$ cat config.mk
export PLATFORM = sky130hd
export DESIGN_NAME = cst_div_cell
export DESIGN_NICKNAME = d
export VERILOG_FILES = /design/src/design/cst_div_cell.sv
export SDC_FILE = /design/constraint.sdc
export NUM_CORES = 1
export LEC_CHECK = 0
export ABC_AREA = 1
export BUFFER_PORTS_ARGS = -buffer_cell sky130_fd_sc_hd__buf_4
export CORE_ASPECT_RATIO = 0.8
export CORE_UTILIZATION = 51
export CTS_CLUSTER_SIZE = 12
export DETAILED_ROUTE_END_ITERATION = 12
export PLACE_DENSITY = 0.94
export SYNTH_ARGS = -nofsm -noshare
export SYNTH_HDL_FRONTEND = slang
export SYNTH_SLANG_ARGS = --single-unit
$ cat constraint.sdc
create_clock -name clk -period 3.8 [get_ports clk]
set_input_delay 0.76 -clock clk [delete_from_list [all_inputs] [get_ports clk]]
set_output_delay 0.76 -clock clk [all_outputs]
set_load 0.05 [all_outputs]
$ cat src/design/cst_div_cell.sv
// cst_div_cell: one restoring division step, one quotient bit per cell, registered
// standalone; widths passed in
`timescale 1ns / 1ps
module cst_div_cell #(
  parameter int NW = 17,
  parameter int QW = 17,
  parameter int SW = 16
) (
  input  logic          clk,
  input  logic          rst_n,
  input  logic          en,
  input  logic          vld_i,
  input  logic [NW-1:0] rem_i,
  input  logic [NW-1:0] den_i,
  input  logic [QW-1:0] q_i,
  input  logic          bit_i,
  input  logic [SW-1:0] re_i,
  input  logic [SW-1:0] im_i,
  input  logic          last_i,
  output logic          vld_o,
  output logic [NW-1:0] rem_o,
  output logic [NW-1:0] den_o,
  output logic [QW-1:0] q_o,
  output logic [SW-1:0] re_o,
  output logic [SW-1:0] im_o,
  output logic          last_o
);
  logic [NW:0] sh;
  logic        fits;

  // shift in next numerator bit, subtract divisor if it fits
  assign sh   = {rem_i, bit_i};
  assign fits = sh >= {1'b0, den_i};

  always_ff @(posedge clk) begin
    if (!rst_n) begin
      vld_o <= 1'b0;
    end else if (en) begin
      vld_o <= vld_i;
    end
  end

  always_ff @(posedge clk) begin
    if (en) begin
      rem_o  <= fits ? NW'(sh - {1'b0, den_i}) : sh[NW-1:0];
      den_o  <= den_i;
      q_o    <= {q_i[QW-2:0], fits};
      re_o   <= re_i;
      im_o   <= im_i;
      last_o <= last_i;
    end
  end
endmodule

# ---- Word level (Yosys, flattened, before mapping)
# Index checks and enable logic that the tools add are counted.
dict set report word_totals {
  word_cells 10
  ramBits 0
  memories 0
  input_bits 89
  register_bits 85
  romBits 0
  out_inout_bits 85
  latch_bits 0
}
dict set report classes {
  magnitude_cmp 1
  n_shift 0
  muxes 1
  bitwise_logic 0
  n_reduce_logical 0
  eq_ne 0
  div_mod_pow 0
  add_sub_neg 1
  mul 0
}
# op count
set op_table {}
lappend op_table {{>= comparator 18 x 17 -> 1 bit} 1}
lappend op_table {{2-to-1 mux 17 bit} 1}
lappend op_table {{subtractor 17 bit} 1}

# ---- Depth between registers and ports, before layout
dict set report logic_depth {
  ltp_word 2
  depth_mapped 14
  mapped_depth_nobuf 14
}

# ---- Worst setup path before layout
# OpenSTA, ideal clock, no wires.
dict set report synth_timing {
  path_kind {input port to flip-flop}
  startpoint {in bit_i}
  endpoint {reg rem_o[4] (data pin)}
  arrival_ns 2.098
  required_time_ns 3.548
  slack_ns 1.450
  setup_ns 0.252
  n_path_buf 1
  cell_stages 11
  path_cell_list {inv_1 -> ha_1 -> inv_1 -> fa_1 -> nand3_1 -> nand3_1 -> nand2_2 -> nand2_4 -> buf_8 -> nand2_2 -> nand2_1}
}
dict set report synth_between {
  elab_chain_len 2
  elab_cells_between_ends 3
  cone_classes {1 x add/sub; 1 x order compare; 1 x mux}
}
# element line_no
set synth_rtl {}
lappend synth_rtl {{from (decl)} 16} ;# input logic bit_i,
lappend synth_rtl {{>= comparator 18 x 17 -> 1 bit} 33} ;# assign fits = sh >= {1'b0, den_i};
lappend synth_rtl {{named net fits} 29} ;# logic fits;
lappend synth_rtl {{2-to-1 mux 17 bit} 45} ;# rem_o <= fits ? NW'(sh - {1'b0, den_i}) : sh[NW-1:0];
lappend synth_rtl {{to (signal assigned)} 45}
lappend synth_rtl {{to (decl)} 21} ;# output logic [NW-1:0] rem_o,
# The timed path passes the listed nets, and every way through them passes these cells.
# A chain may end at the register's enable or synchronous reset.

# ---- Worst setup path in the final report
dict set report layout_timing {
  startpoint {in bit_i}
  endpoint {reg rem_o[13] (data pin)}
}
dict set report layout_between {
  elab_chain_len 2
  elab_cells_between_ends 3
  cone_classes {1 x add/sub; 1 x order compare; 1 x mux}
}
# element line_no
set layout_rtl {}
lappend layout_rtl {{subtractor 17 bit / >= comparator 18 x 17 -> 1 bit (equally long branches)} {45, 33}}
lappend layout_rtl {{2-to-1 mux 17 bit *} 45}
# Every way passes the cells marked *; elsewhere a longest branch is shown, timed or not.

==> summary by stage <==
Routing
The routed length per instance is 15.5 um. The routed layout has 3,319 vias. The pre-antenna-repair detailed-routing pass consisted of 4 iterations. The first routing iteration left 202 violations. Using the TritonRoute via totals, the vias-per-cell ratio works out to 4.90. The remaining antenna violation count after routing is 0. The final layout contains routed wiring with a total length of 10.5 mm. After detailed routing, the number of remaining DRC violations is 0.

Place
Detailed placement ended at an HPWL of 7.95 mm. OpenSTA, run right after detailed placement, puts the worst setup slack at 924 ps. The area of placed instances is 0.00544 sq mm. The routability congestion estimate from global placement is 0.899. The number of port buffers is 172. The number of placed instances, taps included, is 663.

Hold path
The path with the worst hold slack has its endpoint at vld_o$_SDFFE_PN0P_. The launch point of the worst hold path is vld_o$_SDFFE_PN0P_. Along the worst hold path, the cell count comes to 2. The type of the most critical hold path is flip-flop to flip-flop.

CTS
The hold-fix buffer count after cts is 0. The total number of H-tree levels is 3. Buffers added to address setup during post-CTS repair amount to 0. The library cell used as clock root buffer is sky130_fd_sc_hd__clkbuf_8. The worst-case clock buffer depth is 2.

The clock reaches the later pin of the worst-skew pair after 340 ps. The CTS tree is yes. For this design, the sink count on the clock tree is 85. After clock tree synthesis, the repair step resized 0 gates. Clock-pin slew was measured on the worst setup and hold paths at 90 ps. The TritonCTS buffer count is 9.

STA
The final critical delay including setup and external delays is 2490 ps. The count of pins over their slew limit was 0. The total count of hold-check failures in the final report came to 0. Of the available clock period, the critical path in the final layout requires 65.4%. In the post-route analysis, the smallest setup slack over all paths is 1310 ps.

In this run the tightest slew margin relative to its limit is 28.5%. Adding up every negative setup slack in the final design gives 0 ps. At the pin with the least slew margin, the transition time is 1070 ps.

The number of setup violations in the final report is 0. The final worst clock skew is 0 ps. Across all hold checks on the routed design, the worst slack comes to 580 ps. Setup repair after global routing left no endpoint under its margin. Based on the critical path, the design can be clocked at up to 0.402 GHz.

Global routing
The all-layer global routing usage is 24.8%. The pin count of the biggest net entering global routing is 87. The number of global-route vias before repair is 3,016. The initial antenna violation count is 0. Summed over all layers, the global routing overflow is 0. The wire length of the first global-routing pass is 15.2 mm.

Critical path
The arrival time of the worst setup path is 2590 ps. The required time of the critical path is 3910 ps. The count of cells along the worst register-to-register path is 2. STA classifies the critical path startpoint as an input pin. Along the worst path, the maximum fanout reaches 18. The category of the critical setup timing path is input pin to flip-flop.

The worst setup slack for register-to-register paths is 3090 ps. The worst register-to-register path begins at vld_o$_SDFFE_PN0P_. The terminus of the critical flop-to-flop path is vld_o$_SDFFE_PN0P_.

STA classifies the critical path endpoint as a flip-flop.

Synthesis
Among all cell types in the netlist, the one instantiated most often is sky130_fd_sc_hd__nand2_1. The post-synthesis cell count is 389. The summed instance area of the synthesized netlist is 0.00404 sq mm. The mean instance size in the synthesized netlist is 10.4 sq um. Sorting the synthesized cells by how often they occur yields sky130_fd_sc_hd__nand2_1 (125), sky130_fd_sc_hd__edfxtp_1 (84), sky130_fd_sc_hd__inv_1 (65). Summed over all instances, the cell type with the most area after synthesis is sky130_fd_sc_hd__edfxtp_1. The share of synthesized area in the top cell type comes to 62.4%. For this run, the register share of the synthesized area comes to 62.9%. The net count after synthesis is 496. In this run, synthesis inferred 84 flip-flops with an integrated enable.

For this run, the number of Yosys warnings is 0. Counting flops with an async set or reset pin after synthesis yields a share of 0%. The netlist uses 25 different library cells.

The number of synthesized register bits is 85. Yosys attributes the largest share of cell area to sky130_fd_sc_hd__edfxtp_1 (62%), sky130_fd_sc_hd__nand2_1 (12%), sky130_fd_sc_hd__inv_1 (6.0%). In the synthesized netlist the dominant register cell turns out to be sky130_fd_sc_hd__edfxtp_1.

Power
The total power density per cell area is 456 mW/mm^2. The analysis attributes to cell leakage a power of 2.79 nW. The largest vdd supply drop is 0.000243 V.

Layout
The finished cells cover 0.00564 sq mm. The number of antenna diodes is 0. The area growth from synthesis to layout is 39.5%.

The final standard cell count with taps included and fillers excluded is 678. Counting the fill cells in the layout gives 525. The post-route netlist has 36.6% of its cells at a drive strength greater than 1. The layout net count is 676.

Die
The core region is 0.00753 sq mm. For this design the top-level I/O count stands at 174. For this configuration, the core starts out at a cell density of 53.6%.

The number of rows created at floorplan is 28. The floorplan die height is 81.6 um. The x dimension of the die is 102 um. The die area is 0.00828 sq mm.

Run
Max-cap violations in this run came to 0.

Run status
The flow ran to the end, and the final reports show no timing, DRC or antenna violations.
==> worst max-delay path, stage by stage <==
cell and delay [ps]:
sky130_fd_sc_hd__buf_4 110, sky130_fd_sc_hd__inv_1 40, sky130_fd_sc_hd__ha_1 130, sky130_fd_sc_hd__inv_1 70, sky130_fd_sc_hd__fa_1 420, sky130_fd_sc_hd__nand3_1 130
sky130_fd_sc_hd__nand3_1 120, sky130_fd_sc_hd__nand2_2 350, sky130_fd_sc_hd__nand2_4 260, sky130_fd_sc_hd__nand2_1 140, sky130_fd_sc_hd__nand2_1 60
==> metal layers <==
layer	global-route usage [%]	part of all wire [%]	vias up
met5	0	0	-
met4	8.70	2.2	0
met3	9.02	8.1	18
met2	44.9	51	130
met1	26.9	39	1549
li1	-	-	1622
==> where the power goes <==
group / internal (mW) / total, mW / leakage [nW] / switching [mW]
Clock: 0.307 / 0.642 / 0.0934 / 0.335
Sequential: 1.13 / 1.16 / 0.830 / 0.0271
Combinational: 0.244 / 0.767 / 1.87 / 0.523
Total: 1.68 / 2.57 / 2.79 / 0.886
==> state kept, by name (all words and copies together) (netlist names) <==
register  cells
den_o        17
q_o          17
rem_o        17
im_o         16
re_o         16
last_o        1
vld_o         1
==> area by class of cell <==
cell class                      instances  area [sq um]  area share (%)
Tap cell                              105           131            2.33
Clock inverter                          6          73.8            1.31
Inverter                               69           259            4.60
Timing Repair Buffer                  173          1300            23.0
Sequential cell                        85          2540            45.1
Clock buffer                            9           124            2.20
Multi-Input combinational cell        231          1210            21.4
==> layout by cell type (no fill, tap or decap), types with 3 or more instances in the layout <==
master | Yosys | layout
sky130_fd_sc_hd__ha_1 | 17 | 17
sky130_fd_sc_hd__clkbuf_8 | 0 | 9
sky130_fd_sc_hd__edfxtp_1 | 84 | 84
sky130_fd_sc_hd__nand3_1 | 32 | 32
sky130_fd_sc_hd__nor2_2 | 3 | 3
sky130_fd_sc_hd__a21oi_1 | 11 | 11
sky130_fd_sc_hd__inv_1 | 65 | 65
sky130_fd_sc_hd__nor2_1 | 9 | 9
sky130_fd_sc_hd__buf_4 | 1 | 173
sky130_fd_sc_hd__nand2_1 | 125 | 125
sky130_fd_sc_hd__nand2_2 | 12 | 12
sky130_fd_sc_hd__nor3_1 | 3 | 3
sky130_fd_sc_hd__xor2_1 | 7 | 7
sky130_fd_sc_hd__nand4_1 | 4 | 4
sky130_fd_sc_hd__inv_2 | 4 | 4
==> worst max path at each step <==
stage / cells after the start / to / from / slack (ps)
2_1_floorplan: 11 / rem_o[4]$_DFFE_PP_ / bit_i / 1450
3_5_place_dp: 11 / rem_o[16]$_DFFE_PP_ / bit_i / 920
5_1_grt: 11 / rem_o[1]$_DFFE_PP_ / bit_i / 1180
4_1_cts: 11 / rem_o[1]$_DFFE_PP_ / bit_i / 1320
6_report: 11 / rem_o[13]$_DFFE_PP_ / bit_i / 1310
3_3_place_gp: 11 / rem_o[13]$_DFFE_PP_ / bit_i / 950
==> through the flow <==
| stage | utilization [%] | total power, mW |
|---|---|---|
| finish | 74.8 | 2.57 |
| global route | 74.8 | 2.66 |
| CTS | 74.8 | 2.59 |
| detailed placement | 72.2 | 1.95 |
| global placement | 72.2 | 1.93 |
| floorplan | - | 1.68 |
==> kinds of logic after synthesis <==
kind of cell / Yosys count / synth area share [%]
AND/OR/NAND/NOR: 192 / 20.7
adder cells (fa/ha/maj): 18 / 5.76
AO/OA/AOI/OAI: 14 / 1.83
buffers and inverters: 73 / 7.22
XOR/XNOR: 7 / 1.52
flip-flops: 85 / 62.9
(Power assumes the default switching activity.)
