===== config.mk =====
export PLATFORM = sky130hd
export DESIGN_NAME = cst_sqrt_cell
export DESIGN_NICKNAME = d
export VERILOG_FILES = /design/src/design/cst_sqrt_cell.sv
export SDC_FILE = /design/constraint.sdc
export NUM_CORES = 1
export LEC_CHECK = 0
export ABC_CLOCK_PERIOD_IN_PS = 5800
export BUFFER_PORTS_ARGS = -buffer_cell sky130_fd_sc_hd__buf_4
export CAP_MARGIN = 0
export CORE_AREA = 2 2 91 93
export CTS_BUF_LIST = sky130_fd_sc_hd__clkbuf_4 sky130_fd_sc_hd__clkbuf_8
export CTS_CLUSTER_DIAMETER = 120
export DETAILED_ROUTE_END_ITERATION = 8
export DIE_AREA = 0 0 93 95
export PLACE_DENSITY = 0.86
export SLEW_MARGIN = 20
export SYNTH_ARGS = -nofsm -noshare
export SYNTH_HDL_FRONTEND = slang
export SYNTH_SLANG_ARGS = --single-unit

===== constraint.sdc =====
create_clock -name clk -period 5.8 [get_ports clk]
set_input_delay 0.29 -clock clk [delete_from_list [all_inputs] [get_ports clk]]
set_output_delay 0.29 -clock clk [all_outputs]
set_load 0.01 [all_outputs]

===== src/design/cst_sqrt_cell.sv =====
// cst_sqrt_cell: one restoring square-root step, one result bit per cell, registered
// depends on cst_pkg for nothing beyond widths passed in
`timescale 1ns / 1ps
module cst_sqrt_cell #(
  parameter int RW = 17,
  parameter int VW = 34,
  parameter int SW = 16,
  parameter int K  = 0
) (
  input  logic          clk,
  input  logic          rst_n,
  input  logic          en,
  input  logic          vld_i,
  input  logic [VW-1:0] rem_i,
  input  logic [RW-1:0] root_i,
  input  logic [SW-1:0] re_i,
  input  logic [SW-1:0] im_i,
  input  logic          last_i,
  output logic          vld_o,
  output logic [VW-1:0] rem_o,
  output logic [RW-1:0] root_o,
  output logic [SW-1:0] re_o,
  output logic [SW-1:0] im_o,
  output logic          last_o
);
  logic [VW+1:0] trial;
  logic [VW+1:0] cand;
  logic          fits;
  logic [VW-1:0] rem_nxt;
  logic [RW-1:0] root_nxt;

  // trial value (4*root+1) << 2k against remainder
  assign cand  = ({{(VW+2-RW){1'b0}}, root_i} << 2) | {{(VW+1){1'b0}}, 1'b1};
  assign trial = cand << (2*K);
  assign fits  = {2'b00, rem_i} >= trial;
  assign rem_nxt  = fits ? rem_i - trial[VW-1:0] : rem_i;
  assign root_nxt = fits ? ((root_i << 1) | {{(RW-1){1'b0}}, 1'b1}) : (root_i << 1);

  // control
  always_ff @(posedge clk) begin
    if (!rst_n) begin
      vld_o <= 1'b0;
    end else if (en) begin
      vld_o <= vld_i;
    end
  end

  // payload
  always_ff @(posedge clk) begin
    if (en) begin
      rem_o  <= rem_nxt;
      root_o <= root_nxt;
      re_o   <= re_i;
      im_o   <= im_i;
      last_o <= last_i;
    end
  end
endmodule


### Word level (Yosys, flattened, before mapping)

Cells that the tools add are included.

* register bits after elaboration: 85
* input port bits: 88
* output and inout bits: 85
* word-level logic and storage cells: 10

* add/subtract/negate cells: 1
* magnitude comparators: 1
* multiplexer cells: 2

Operator list (count)
* $ge A34 B19 Y1: 1
* $mux W34: 1
* $sub A34 B19 Y34: 1
* $mux W1: 1

### Logic depth before layout (Yosys ltp)

Gate-level depths: netlist of the first run.

* depth after elaboration: 2
* mapped depth: 11

### Worst setup path after synthesis of the first run

OpenSTA, ideal clock, no wires.

* path type: input port to flip-flop
* start: input port rem_i[30]
* end: register rem_o[11] (data pin)
* library setup time: 260 ps
* data arrival time: 2325 ps
* data required time: 5540 ps
* path slack: 3215 ps
* stages: 6
* buffers on the path: 0
* path through: or4_1 or4_1 a311o_1 a211oi_4 inv_2 mux2_4

* cells in the longest elaborated chain, start to end: 2

Ends and longest elaborated chain
* from (decl): RTL line 14 `input logic [VW-1:0] rem_i,`
* $ge A34 B19 Y1: RTL line 35 `assign fits = {2'b00, rem_i} >= trial;`
* net fits: RTL line 28 `logic fits;`
* $mux W34: RTL line 36 `assign rem_nxt = fits ? rem_i - trial[VW-1:0] : rem_i;`
* net rem_nxt[11]: RTL line 29 `logic [VW-1:0] rem_nxt;`
* to (signal assigned): RTL line 51 `rem_o <= rem_nxt;`
* to (decl): RTL line 20 `output logic [VW-1:0] rem_o,`

The timed path passes the listed nets, and every way through them passes these cells.
A chain may end at the register's enable or synchronous reset.

### Worst setup path after layout of the first run

* start: input port rem_i[24]
* end: register rem_o[11] (data pin)

Same word-level chain as after synthesis.

==> results.ini, run 1 <==
[synthesis]
syn_avg_cell_area_um2 = 12.9
netlist_area_um2 = 4080
synthCells = 316
ys_types = 46
yosys_warnings = 0
synth_ff_type = edfxtp_1
synth_fp_nets = 423
ys_seq_area_frac = 0.624
synth_edf_count = 84
async_reset_ff_frac = 0
synth_seq_cells = 85

[route]
drtPass1Iterations = 4
wire_per_inst_um = 18.2
via_per_inst = 5.41
first_iter_violations = 192
ant_nets = 0
vias = 3275
totalWireLength_mm = 11.0
route.detailed.drc = 0

[sta]
post-route-min-period_ns = 3.05
rsz0062_at_grt = false
hold_viol = 0
tightest_slew_ns = 1.06
slew_headroom = 0.294
min_period_over_period = 0.526
finalSetupViolations = 0
fmax_mhz = 328
fin_tns_setup_ns = 0
slew_violations = 0
finClkSkew_ns = 0
hold_ws_ns = 0.108

[power_and_ir_drop]
power.internal_w = 0.00112
clkPwrFrac = 0.285
p_seq_frac = 0.500
switching_share = 0.272
powerDensity_nw_per_um2 = 271
p_sw_w = 0.000417
vdd_drop_max_mv = 0.160
p_leak_nw = 2.42
combinationalPowerShare = 0.214

[global_routing]
grt-ovfl-total = 0
grt_max_degree = 86
grt.total_usage = 0.246
antenna_found_initial = 0
first_global_vias = 3177
grt_pass1_wl_mm = 16.3

[final_layout]
drive_above_1_share = 0.390
nNetsFinal = 602
n_antenna_cell = 0
final_common_cell = buf_4
area_growth_pct = 39.0
layout_common_cells = 173 x buf_4, 84 x edfxtp_1, 28 x nand2_1, 27 x o21ai_0, 21 x inv_1

[floorplanning]
fp.coreArea_um2 = 7930
placementRows = 33
fp.dieW_um = 93
dieArea_um2 = 8840
initial_utilization = 0.514
fp.dieH_um = 95
io_pins = 173

[place]
gp_congestion = 0.840
portBuffers = 172
dp_hpwl_mm = 8.15

[critical_path]
cp_data_required_time_ns = 5.91
critPathMaxFanout = 31
critPathArrivalTime_ns = 3.16
crit_type = input pin to register
end_kind = register
start_kind = input pin

[clocking]
cts_sinks = 85
cts_resized = 0
cts_tree = yes
h-tree-depth = 3
numCtsBuffers = 9
cts.clk_slew.worst_paths_ns = 0.09
insertion_delay_ns = 0.35
cts-hold-fix-buffers = 0
postCtsSetupBuffers = 0
root_buffer = clkbuf_8
cts_buffer_depth = 2

[job]
maxCapViolations = 0

[worst_hold_path]
hold_class = input pin to register

[outcome]
outcome = finished clean

==> flip-flops by register name (all words and copies together) (netlist names) <==
name and flops:
rem_o 34, root_o 17, im_o 16, re_o 16, last_o 1, vld_o 1
==> path summary, 6_finish.rpt <==
check	cells after the start	startpoint	slack [ns]	end
setup reg to reg	2	vld_o	5.18	vld_o
hold reg to reg	2	vld_o	0.54	vld_o
setup / recovery	9	rem_i[24]	2.75	rem_o[11]
hold / removal	1	im_i[10]	0.11	im_o[10]
==> cell usage after synthesis (2+ instances only) <==
master,n,area (um2)
and3_1,4,25.0
o22ai_1,2,12.5
xor2_1,20,175
nand4_1,3,18.8
nor3_1,6,30.0
a21o_1,6,45.0
xnor2_1,13,114
edfxtp_1,84,2520
nand2b_1,3,18.8
nor2_1,10,37.5
a211oi_1,3,22.5
nor4_1,7,43.8
nand2_1,28,105
nor4b_1,2,17.5
nand3b_1,2,15.0
or3_1,3,18.8
o211ai_1,2,15.0
o41ai_1,3,26.3
or4_1,3,22.5
o21ai_0,27,135
or2_2,2,12.5
ha_1,19,238
a31oi_1,2,12.5
a21oi_1,13,65.1
inv_1,21,78.8
nand3_1,4,20.0
nor2b_1,3,18.8
buf_6,3,33.8
==> power groups by stage <==
| stage | Clock (W) | Sequential, W | Combinational [W] |
|---|---|---|---|
| after floorplan | 0 | 0.000811 | 0.000109 |
| after global placement | 0 | 0.000778 | 0.000317 |
| after detailed placement | 0 | 0.000781 | 0.000325 |
| after CTS | 0.000443 | 0.000769 | 0.000328 |
| after global routing | 0.000465 | 0.000774 | 0.000354 |
| final | 0.000438 | 0.000768 | 0.000329 |
==> per-layer routing <==
| layer | GRT usage | up-vias | wire (um) | share of wire |
|---|---|---|---|---|
| met4 | 0.0931 | 0 | 293 | 0.027 |
| met2 | 0.431 | 148 | 5610 | 0.51 |
| met3 | 0.0718 | 28 | 860 | 0.078 |
| li1 | - | 1542 | - | - |
| met5 | 0 | - | 0 | 0 |
| met1 | 0.286 | 1557 | 4260 | 0.39 |
==> through the flow <==
step                worst slack (ns)  power (W)  cell area, um2  utilization  instances
finish                          2.75    0.00153            5670        0.715        605
global route                    2.62    0.00159            5670        0.715        605
detailed placement              2.38    0.00111            5460        0.689        589
CTS                             2.76    0.00154            5670        0.715        605
floorplan                       3.22   0.000919            4080            -        316
global placement                2.51    0.00109            5460        0.689        589
==> worst max-delay path, cell delays in order <==
cell and delay, ns:
buf_4 0.12, nor3_1 0.30, nand3b_1 0.25, or4_1 0.56, a311o_1 0.41, a211oi_4 0.43
buf_4 0.39, inv_2 0.10, mux2_4 0.30
==> final cells by class <==
type                    instances  area (um2)
repair buffers                173        1300
well taps                     105         131
fillers                       553        2260
inverters                      22        82.6
flip-flops and latches         85        2540
multi-input cells             204        1410
clock inverters                 7        80.1
clock buffers                   9         124
==> cell families (layout without fill, tap and decap cells) <==
| family | after synthesis | count (layout) | share of synthesized area |
|---|---|---|---|
| and+or+nand+nor | 83 | 83 | 0.106 |
| AOI/OAI and AO/OA | 67 | 67 | 0.104 |
| xor gates and xnor gates | 33 | 33 | 0.0709 |
| buffers and inverters | 27 | 211 | 0.0307 |
| muxes | 2 | 2 | 0.00614 |
| DFF | 85 | 85 | 0.624 |
| adders and majority gates | 19 | 19 | 0.0583 |
(Power assumes the default switching activity.)
==> run 2: changes to the inputs <==
Settings changed: ABC_AREA from default to 1, ABC_CLOCK_PERIOD_IN_PS 5800 to 2830, CORE_AREA 2 2 91 93 to 2 2 101 103, DIE_AREA 0 0 93 95 to 0 0 103 105, PLACE_DENSITY 0.86 to 0.81.
Clock period 5.8 ns to 2.83 ns, I/O delays scaled along.
==> run 2 against run 1 <==
Register-to-register slack worse by 3.1 ns. Flip-flop and latch count did not move. Via count increased by 42%. First-iteration DRC count is 68% higher. Wire length increased by 38%. Die area increased by 22%. Critical path depth is 4 higher. Power grew 130%. Synthesized cell count grew 74%.
==> results.ini, run 2 <==
[power_and_ir_drop]
clkPwrFrac = 0.308  ; was 0.285
p_sw_w = 0.000959  ; was 0.000417 W
combinationalPowerShare = 0.244  ; was 0.214
p_leak_nw = 3.30  ; was 2.42 nW
p_seq_frac = 0.448  ; was 0.500
vdd_drop_max_mv = 0.278  ; was 0.160 mV
power.internal_w = 0.00255  ; was 0.00112 W
powerDensity_nw_per_um2 = 499  ; was 271 nW/um2
switching_share = 0.273  ; was 0.272

[sta]
min_period_over_period = 0.884
fin_tns_setup_ns = 0  ; unchanged
fmax_mhz = 400
rsz0062_at_grt = false  ; unchanged
finalSetupViolations = 0  ; unchanged
slew_headroom = 0.274  ; was 0.294
hold_viol = 0  ; unchanged
finClkSkew_ns = 0  ; unchanged
tightest_slew_ns = 1.09  ; was 1.06 ns
slew_violations = 0  ; unchanged
post-route-min-period_ns = 2.50
setup_ws_ns = 0.328  ; was 2.75 ns

[final_layout]
largest_register_ffs = 34  ; unchanged
n_antenna_cell = 0  ; unchanged
layout_common_cells = 172 x buf_4, 170 x nand2_1, 91 x inv_1, 84 x edfxtp_1, 49 x dlygate4sd3_1  ; was 173 x buf_4, 84 x edfxtp_1, 28 x nand2_1, 27 x o21ai_0, 21 x inv_1
multi_input_area_um2 = 1950  ; was 1410 um2
regArea_um2 = 2540  ; unchanged
final_common_cell = buf_4  ; unchanged
nFillCells = 700  ; was 553
largestRegisters = rem_o (34), root_o (17)  ; unchanged
drive_above_1_share = 0.294  ; was 0.390
largest-register = rem_o  ; unchanged
fin_util = 0.731  ; was 0.715
area_growth_pct = 43.5  ; was 39.0%
nNetsFinal = 885  ; was 602

[floorplanning]
dieArea_um2 = 10800  ; was 8840 um2
io_pins = 173  ; unchanged
initial_utilization = 0.509  ; was 0.514
fp.dieW_um = 103  ; was 93 um
fp.dieH_um = 105  ; was 95 um
placementRows = 36  ; was 33
fp.coreArea_um2 = 9640  ; was 7930 um2

[synthesis]
netlist_area_um2 = 4910  ; was 4080 um2
synth_fp_nets = 657  ; was 423
yosysTopAreaCellShare = 0.514  ; was 0.619
synthCells = 550  ; was 316
ys_types = 30  ; was 46
synth_ff_type = edfxtp_1  ; unchanged
syn_avg_cell_area_um2 = 8.92  ; was 12.9 um2
synth_most_common_cell = nand2_1  ; was edfxtp_1
synth_seq_cells = 85  ; unchanged
synth_area_leaders = edfxtp_1 51%, nand2_1 13%, inv_1 7.0%  ; was edfxtp_1 62%, ha_1 5.8%, xor2_1 4.3%
yosys_warnings = 0  ; unchanged
ys_seq_area_frac = 0.518  ; was 0.624
synth_edf_count = 84  ; unchanged
async_reset_ff_frac = 0  ; unchanged
netlist_top_cells_count = 170 x nand2_1, 91 x inv_1, 84 x edfxtp_1, 48 x nor2_1, 19 x ha_1  ; was 84 x edfxtp_1, 28 x nand2_1, 27 x o21ai_0, 21 x inv_1, 20 x xor2_1
yosysTopAreaCell = edfxtp_1  ; unchanged

[route]
first_iter_violations = 322  ; was 192
via_per_inst = 5.07  ; was 5.41
ant_nets = 0  ; unchanged
drtPass1Iterations = 8  ; was 4
route.detailed.drc = 0  ; unchanged
totalWireLength_mm = 15.2  ; was 11.0 mm
vias = 4642  ; was 3275
wire_per_inst_um = 16.6  ; was 18.2 um

[outcome]
outcome = finished clean  ; unchanged

[clocking]
numCtsBuffers = 9  ; unchanged
h-tree-depth = 3  ; unchanged
cts.clk_slew.worst_paths_ns = 0.09  ; about the same
postCtsSetupBuffers = 0  ; unchanged
cts_buffer_depth = 2  ; unchanged
insertion_delay_ns = 0.36  ; was 0.35 ns
cts_tree = yes  ; unchanged
root_buffer = clkbuf_8  ; unchanged
cts_sinks = 85  ; unchanged

[place]
dp_hpwl_mm = 10.4  ; was 8.15 mm
portBuffers = 172  ; unchanged
gp_congestion = 0.898  ; was 0.840
dp_slack_ns = 0.616  ; was 2.38 ns

[critical_path]
critPathMaxFanout = 36  ; was 31
start_kind = input pin  ; unchanged
crit_type = input pin to register  ; unchanged
critPathArrivalTime_ns = 2.72  ; was 3.16 ns
end_kind = register  ; unchanged
cp_data_required_time_ns = 3.04  ; was 5.91 ns

[job]
maxCapViolations = 0  ; unchanged

[global_routing]
grt_use_met1 = 0.349  ; was 0.286
grt_max_degree = 87  ; was 86
globalRoute.busiestLayer = met2  ; unchanged
antenna_found_initial = 0  ; unchanged
grt-ovfl-total = 0  ; unchanged
grtUsageMet2 = 0.488  ; was 0.431
use_met3 = 0.0522  ; was 0.0718
grt.total_usage = 0.283  ; was 0.246
grt_pass1_wl_mm = 23.5  ; was 16.3 mm
first_global_vias = 4747  ; was 3177

[worst_hold_path]
hold_class = input pin to register  ; unchanged

run 2: critical path: stages:
cell           delay [ns]
dlygate4sd3_1        0.55
buf_4                0.12
inv_1                0.05
ha_1                 0.33
a21oi_1              0.23
o21ai_0              0.17
a21oi_1              0.19
nand2_2              0.09
nand2_2              0.10
nand2_4              0.17
inv_8                0.30
nand2_1              0.15
o21ai_2              0.09
run 2: final timing paths:
check | startpoint | to | slack (ns) | cells past startpoint
max | root_i[11] | rem_o[10] | 0.33 | 13
min | vld_i | vld_o | 0.05 | 3
min reg2reg | vld_o | vld_o | 0.64 | 2
max reg2reg | vld_o | vld_o | 2.06 | 2
run 2: through the flow:
| stage | std cells | power, W | cell area (um2) | hold slack (ns) |
|---|---|---|---|---|
| detailed placement | 851 | 0.00237 | 6310 | 0.321 |
| CTS | 916 | 0.00349 | 7040 | 0.0455 |
| global route | 916 | 0.00365 | 7040 | 0.0302 |
| finish | 916 | 0.00351 | 7040 | 0.0501 |
| floorplan | 550 | 0.00197 | 4910 | 0.235 |
| global placement | 851 | 0.00235 | 6310 | 0.320 |
run 2: repair_timing:
item | in CTS | in global routing
hold buffers | 49 | 0
hold endpoints to repair | 49 | 0
resized for setup | 0 | 0
run 2: cell families after synthesis:
| logic type | Yosys count | share of synthesized area |
|---|---|---|
| xor gates and xnor gates | 17 | 0.0303 |
| and+or+nand+nor | 283 | 0.251 |
| buffers and inverters | 97 | 0.0847 |
| adders and majority gates | 19 | 0.0484 |
| AOI/OAI and AO/OA | 49 | 0.0671 |
| DFF | 85 | 0.518 |
run 2: cell type report:
type	count	share of cell area
flip-flops and latches	85	0.361
repair buffers	221	0.253
well taps	133	0.0236
inverters	93	0.0506
multi-input cells	368	0.277
clock inverters	5	0.0153
clock buffers	11	0.0197
run 2: power by group through the flow:
stage          logic, W  clock network [W]  registers (W)
4_1_cts        0.000841            0.00108        0.00157
3_3_place_gp   0.000764                  0        0.00159
2_1_floorplan  0.000314                  0        0.00166
6_report       0.000857            0.00108        0.00157
5_1_grt        0.000931            0.00114        0.00159
3_5_place_dp   0.000780                  0        0.00160
run 2: routing by layer:
layer  up-vias  part of all wire
met3        42             0.080
met2       228              0.49
met5         -                 0
met1      2143              0.40
li1       2229                 -
met4         0             0.031
==> run 3: changes to the inputs <==
Settings changed: CORE_AREA 2 2 101 103 to 2 2 112 114, DIE_AREA 0 0 103 105 to 0 0 114 116, PLACE_DENSITY 0.81 to 0.68.
==> run 3 against run 2 <==
Clock power shrank 18%. Utilization shrank 14 points. Wire length shrank 9.5%. Die area grew 22%. Critical path depth grew 1. Non-clock buffer count grew 1. Design area shrank 0.14%. Register-to-register slack gained 0.12 ns. Via count shrank 5.7%. Critical path type unchanged. Highest routed layer unchanged.
==> results.ini, run 3 (synthesis results as in run 2) <==
[sta]
rsz0062_at_grt = false  ; unchanged
finalSetupViolations = 0  ; unchanged
post-route-min-period_ns = 2.40  ; was 2.50 ns
setup_ws_ns = 0.427  ; was 0.328 ns
hold_ws_ns = 0.0309  ; was 0.0501 ns
fin_tns_setup_ns = 0  ; unchanged
fmax_mhz = 416  ; was 400 MHz
slew_headroom = 0.550  ; was 0.274
tightest_slew_ns = 0.675  ; was 1.09 ns
hold_viol = 0  ; unchanged
slew_violations = 0  ; unchanged
min_period_over_period = 0.849  ; was 0.884
finClkSkew_ns = 0  ; unchanged

[route]
route.detailed.drc = 0  ; unchanged
ant_nets = 0  ; unchanged
via_per_inst = 4.70  ; was 5.07
vias = 4376  ; was 4642
first_iter_violations = 220  ; was 322
highest_layer = met4  ; unchanged
route.met3.wl_um = 826  ; was 1.21 mm
wl_met1_mm = 5.79  ; was 6.13 mm
totalWireLength_mm = 13.7  ; was 15.2 mm
wire_per_inst_um = 14.8  ; was 16.6 um
drtPass1Iterations = 4  ; was 8
met2_wirelength_mm = 6.76  ; was 7.39 mm

[final_layout]
largest_register_ffs = 34  ; unchanged
layout_common_cells = 172 x buf_4, 170 x nand2_1, 91 x inv_1, 84 x edfxtp_1, 49 x dlygate4sd3_1  ; unchanged
final_common_cell = buf_4  ; unchanged
largest-register = rem_o  ; unchanged
largestRegisters = rem_o (34), root_o (17)  ; unchanged
nFillCells = 1052  ; was 700
nNetsFinal = 886  ; was 885
area_growth_pct = 43.3  ; was 43.5%
fin_util = 0.590  ; was 0.731
drive_above_1_share = 0.295  ; was 0.294
final_area_um2 = 7030  ; was 7040 um2
n_antenna_cell = 0  ; unchanged

[floorplanning]
placementRows = 40  ; was 36
fp.dieH_um = 116  ; was 105 um
fp.coreArea_um2 = 11900  ; was 9640 um2
initial_utilization = 0.412  ; was 0.509
io_pins = 173  ; unchanged
fp.dieW_um = 114  ; was 103 um
dieArea_um2 = 13200  ; was 10800 um2

[clocking]
cts_resized = 0  ; unchanged
cts_sinks = 85  ; unchanged
cts_buffer_depth = 2  ; unchanged
numCtsBuffers = 9  ; unchanged
root_buffer = clkbuf_8  ; unchanged
insertion_delay_ns = 0.36  ; about the same
cts_tree = yes  ; unchanged
cts.clk_slew.worst_paths_ns = 0.09  ; about the same
h-tree-depth = 3  ; unchanged

[global_routing]
antenna_found_initial = 0  ; unchanged
grt.total_usage = 0.211  ; was 0.283
grt_pass1_wl_mm = 21.5  ; was 23.5 mm
first_global_vias = 4477  ; was 4747
grt_max_degree = 52  ; was 87
grt-ovfl-total = 0  ; unchanged

[power_and_ir_drop]
vdd_drop_max_mv = 0.175  ; was 0.278 mV
p_leak_nw = 3.28  ; was 3.30 nW
powerDensity_nw_per_um2 = 468  ; was 499 nW/um2

[worst_hold_path]
hold_class = input pin to register  ; unchanged

[critical_path]
start_kind = input pin  ; unchanged
cp_data_required_time_ns = 2.95  ; was 3.04 ns
crit_type = input pin to register  ; unchanged
end_kind = register  ; unchanged
critPathArrivalTime_ns = 2.53  ; was 2.72 ns
critPathMaxFanout = 36  ; unchanged

[place]
dp_hpwl_mm = 10.3  ; was 10.4 mm
dpl_cell_area_um2 = 6340  ; was 6310 um2
gp_congestion = 0.919  ; was 0.898
dp_slack_ns = 0.584  ; was 0.616 ns
portBuffers = 172  ; unchanged

[job]
maxCapViolations = 0  ; unchanged

[outcome]
outcome = finished clean  ; unchanged

-- run 3: cell count changes in the layout (fill, tap and decap cells not counted), sizes merged --
| cell | delta |
|---|---|
| buf | +1 |
| bufinv | -2 |
| clkinv | +1 |
| clkinvlp | +1 |
-- run 3: metal layers --
metal,vias up,global-route usage
met4,0,0.0976
met5,-,0
met2,125,0.372
li1,2219,-
met3,23,0.0424
met1,2009,0.249
-- run 3: worst max-delay path: stages --
cell,delay (ns)
dlygate4sd3_1,0.55
buf_4,0.12
inv_1,0.04
ha_1,0.33
nand2_1,0.12
inv_1,0.07
a21oi_2,0.18
nand3_2,0.13
nand2_1,0.10
nand2_2,0.07
nand2_2,0.10
nand2_4,0.17
inv_8,0.27
o21ai_2,0.10
-- run 3: through the flow --
step	power (W)	std cells
after floorplan	0.00197	550
after global placement	0.00237	866
after detailed placement	0.00238	866
after CTS	0.00332	931
after global routing	0.00346	931
final	0.00329	931
-- run 3: area by class of cell --
type                            instances  area [um2]  area share
Sequential cell                        85        2540       0.362
Multi-Input combinational cell        368        1950       0.277
Timing Repair Buffer                  222        1800       0.256
Inverter                               93         357      0.0507
Tap cell                              147         184      0.0262
Clock buffer                           11         139      0.0197
Clock inverter                          5        60.1     0.00854
-- run 3: final timing paths --
check | slack, ns | depth (start not counted) | end | from
worst max-delay path | 0.43 | 14 | rem_o[12] | root_i[7]
worst min-delay path | 0.03 | 3 | vld_o | vld_i
worst max register to register | 2.18 | 2 | vld_o | vld_o
worst min register to register | 0.57 | 2 | vld_o | vld_o
-- run 3: repair_timing --
item	in CTS	in global routing
hold endpoints to repair	49	0
hold buffers	49	0
setup buffers	0	0
-- run 3: power breakdown --
part           internal (W)  leakage (nW)  switching [W]
combinational      0.000412          2.35       0.000427
clock              0.000431         0.101       0.000457
sequential          0.00153         0.831      0.0000356
total               0.00237          3.28       0.000919
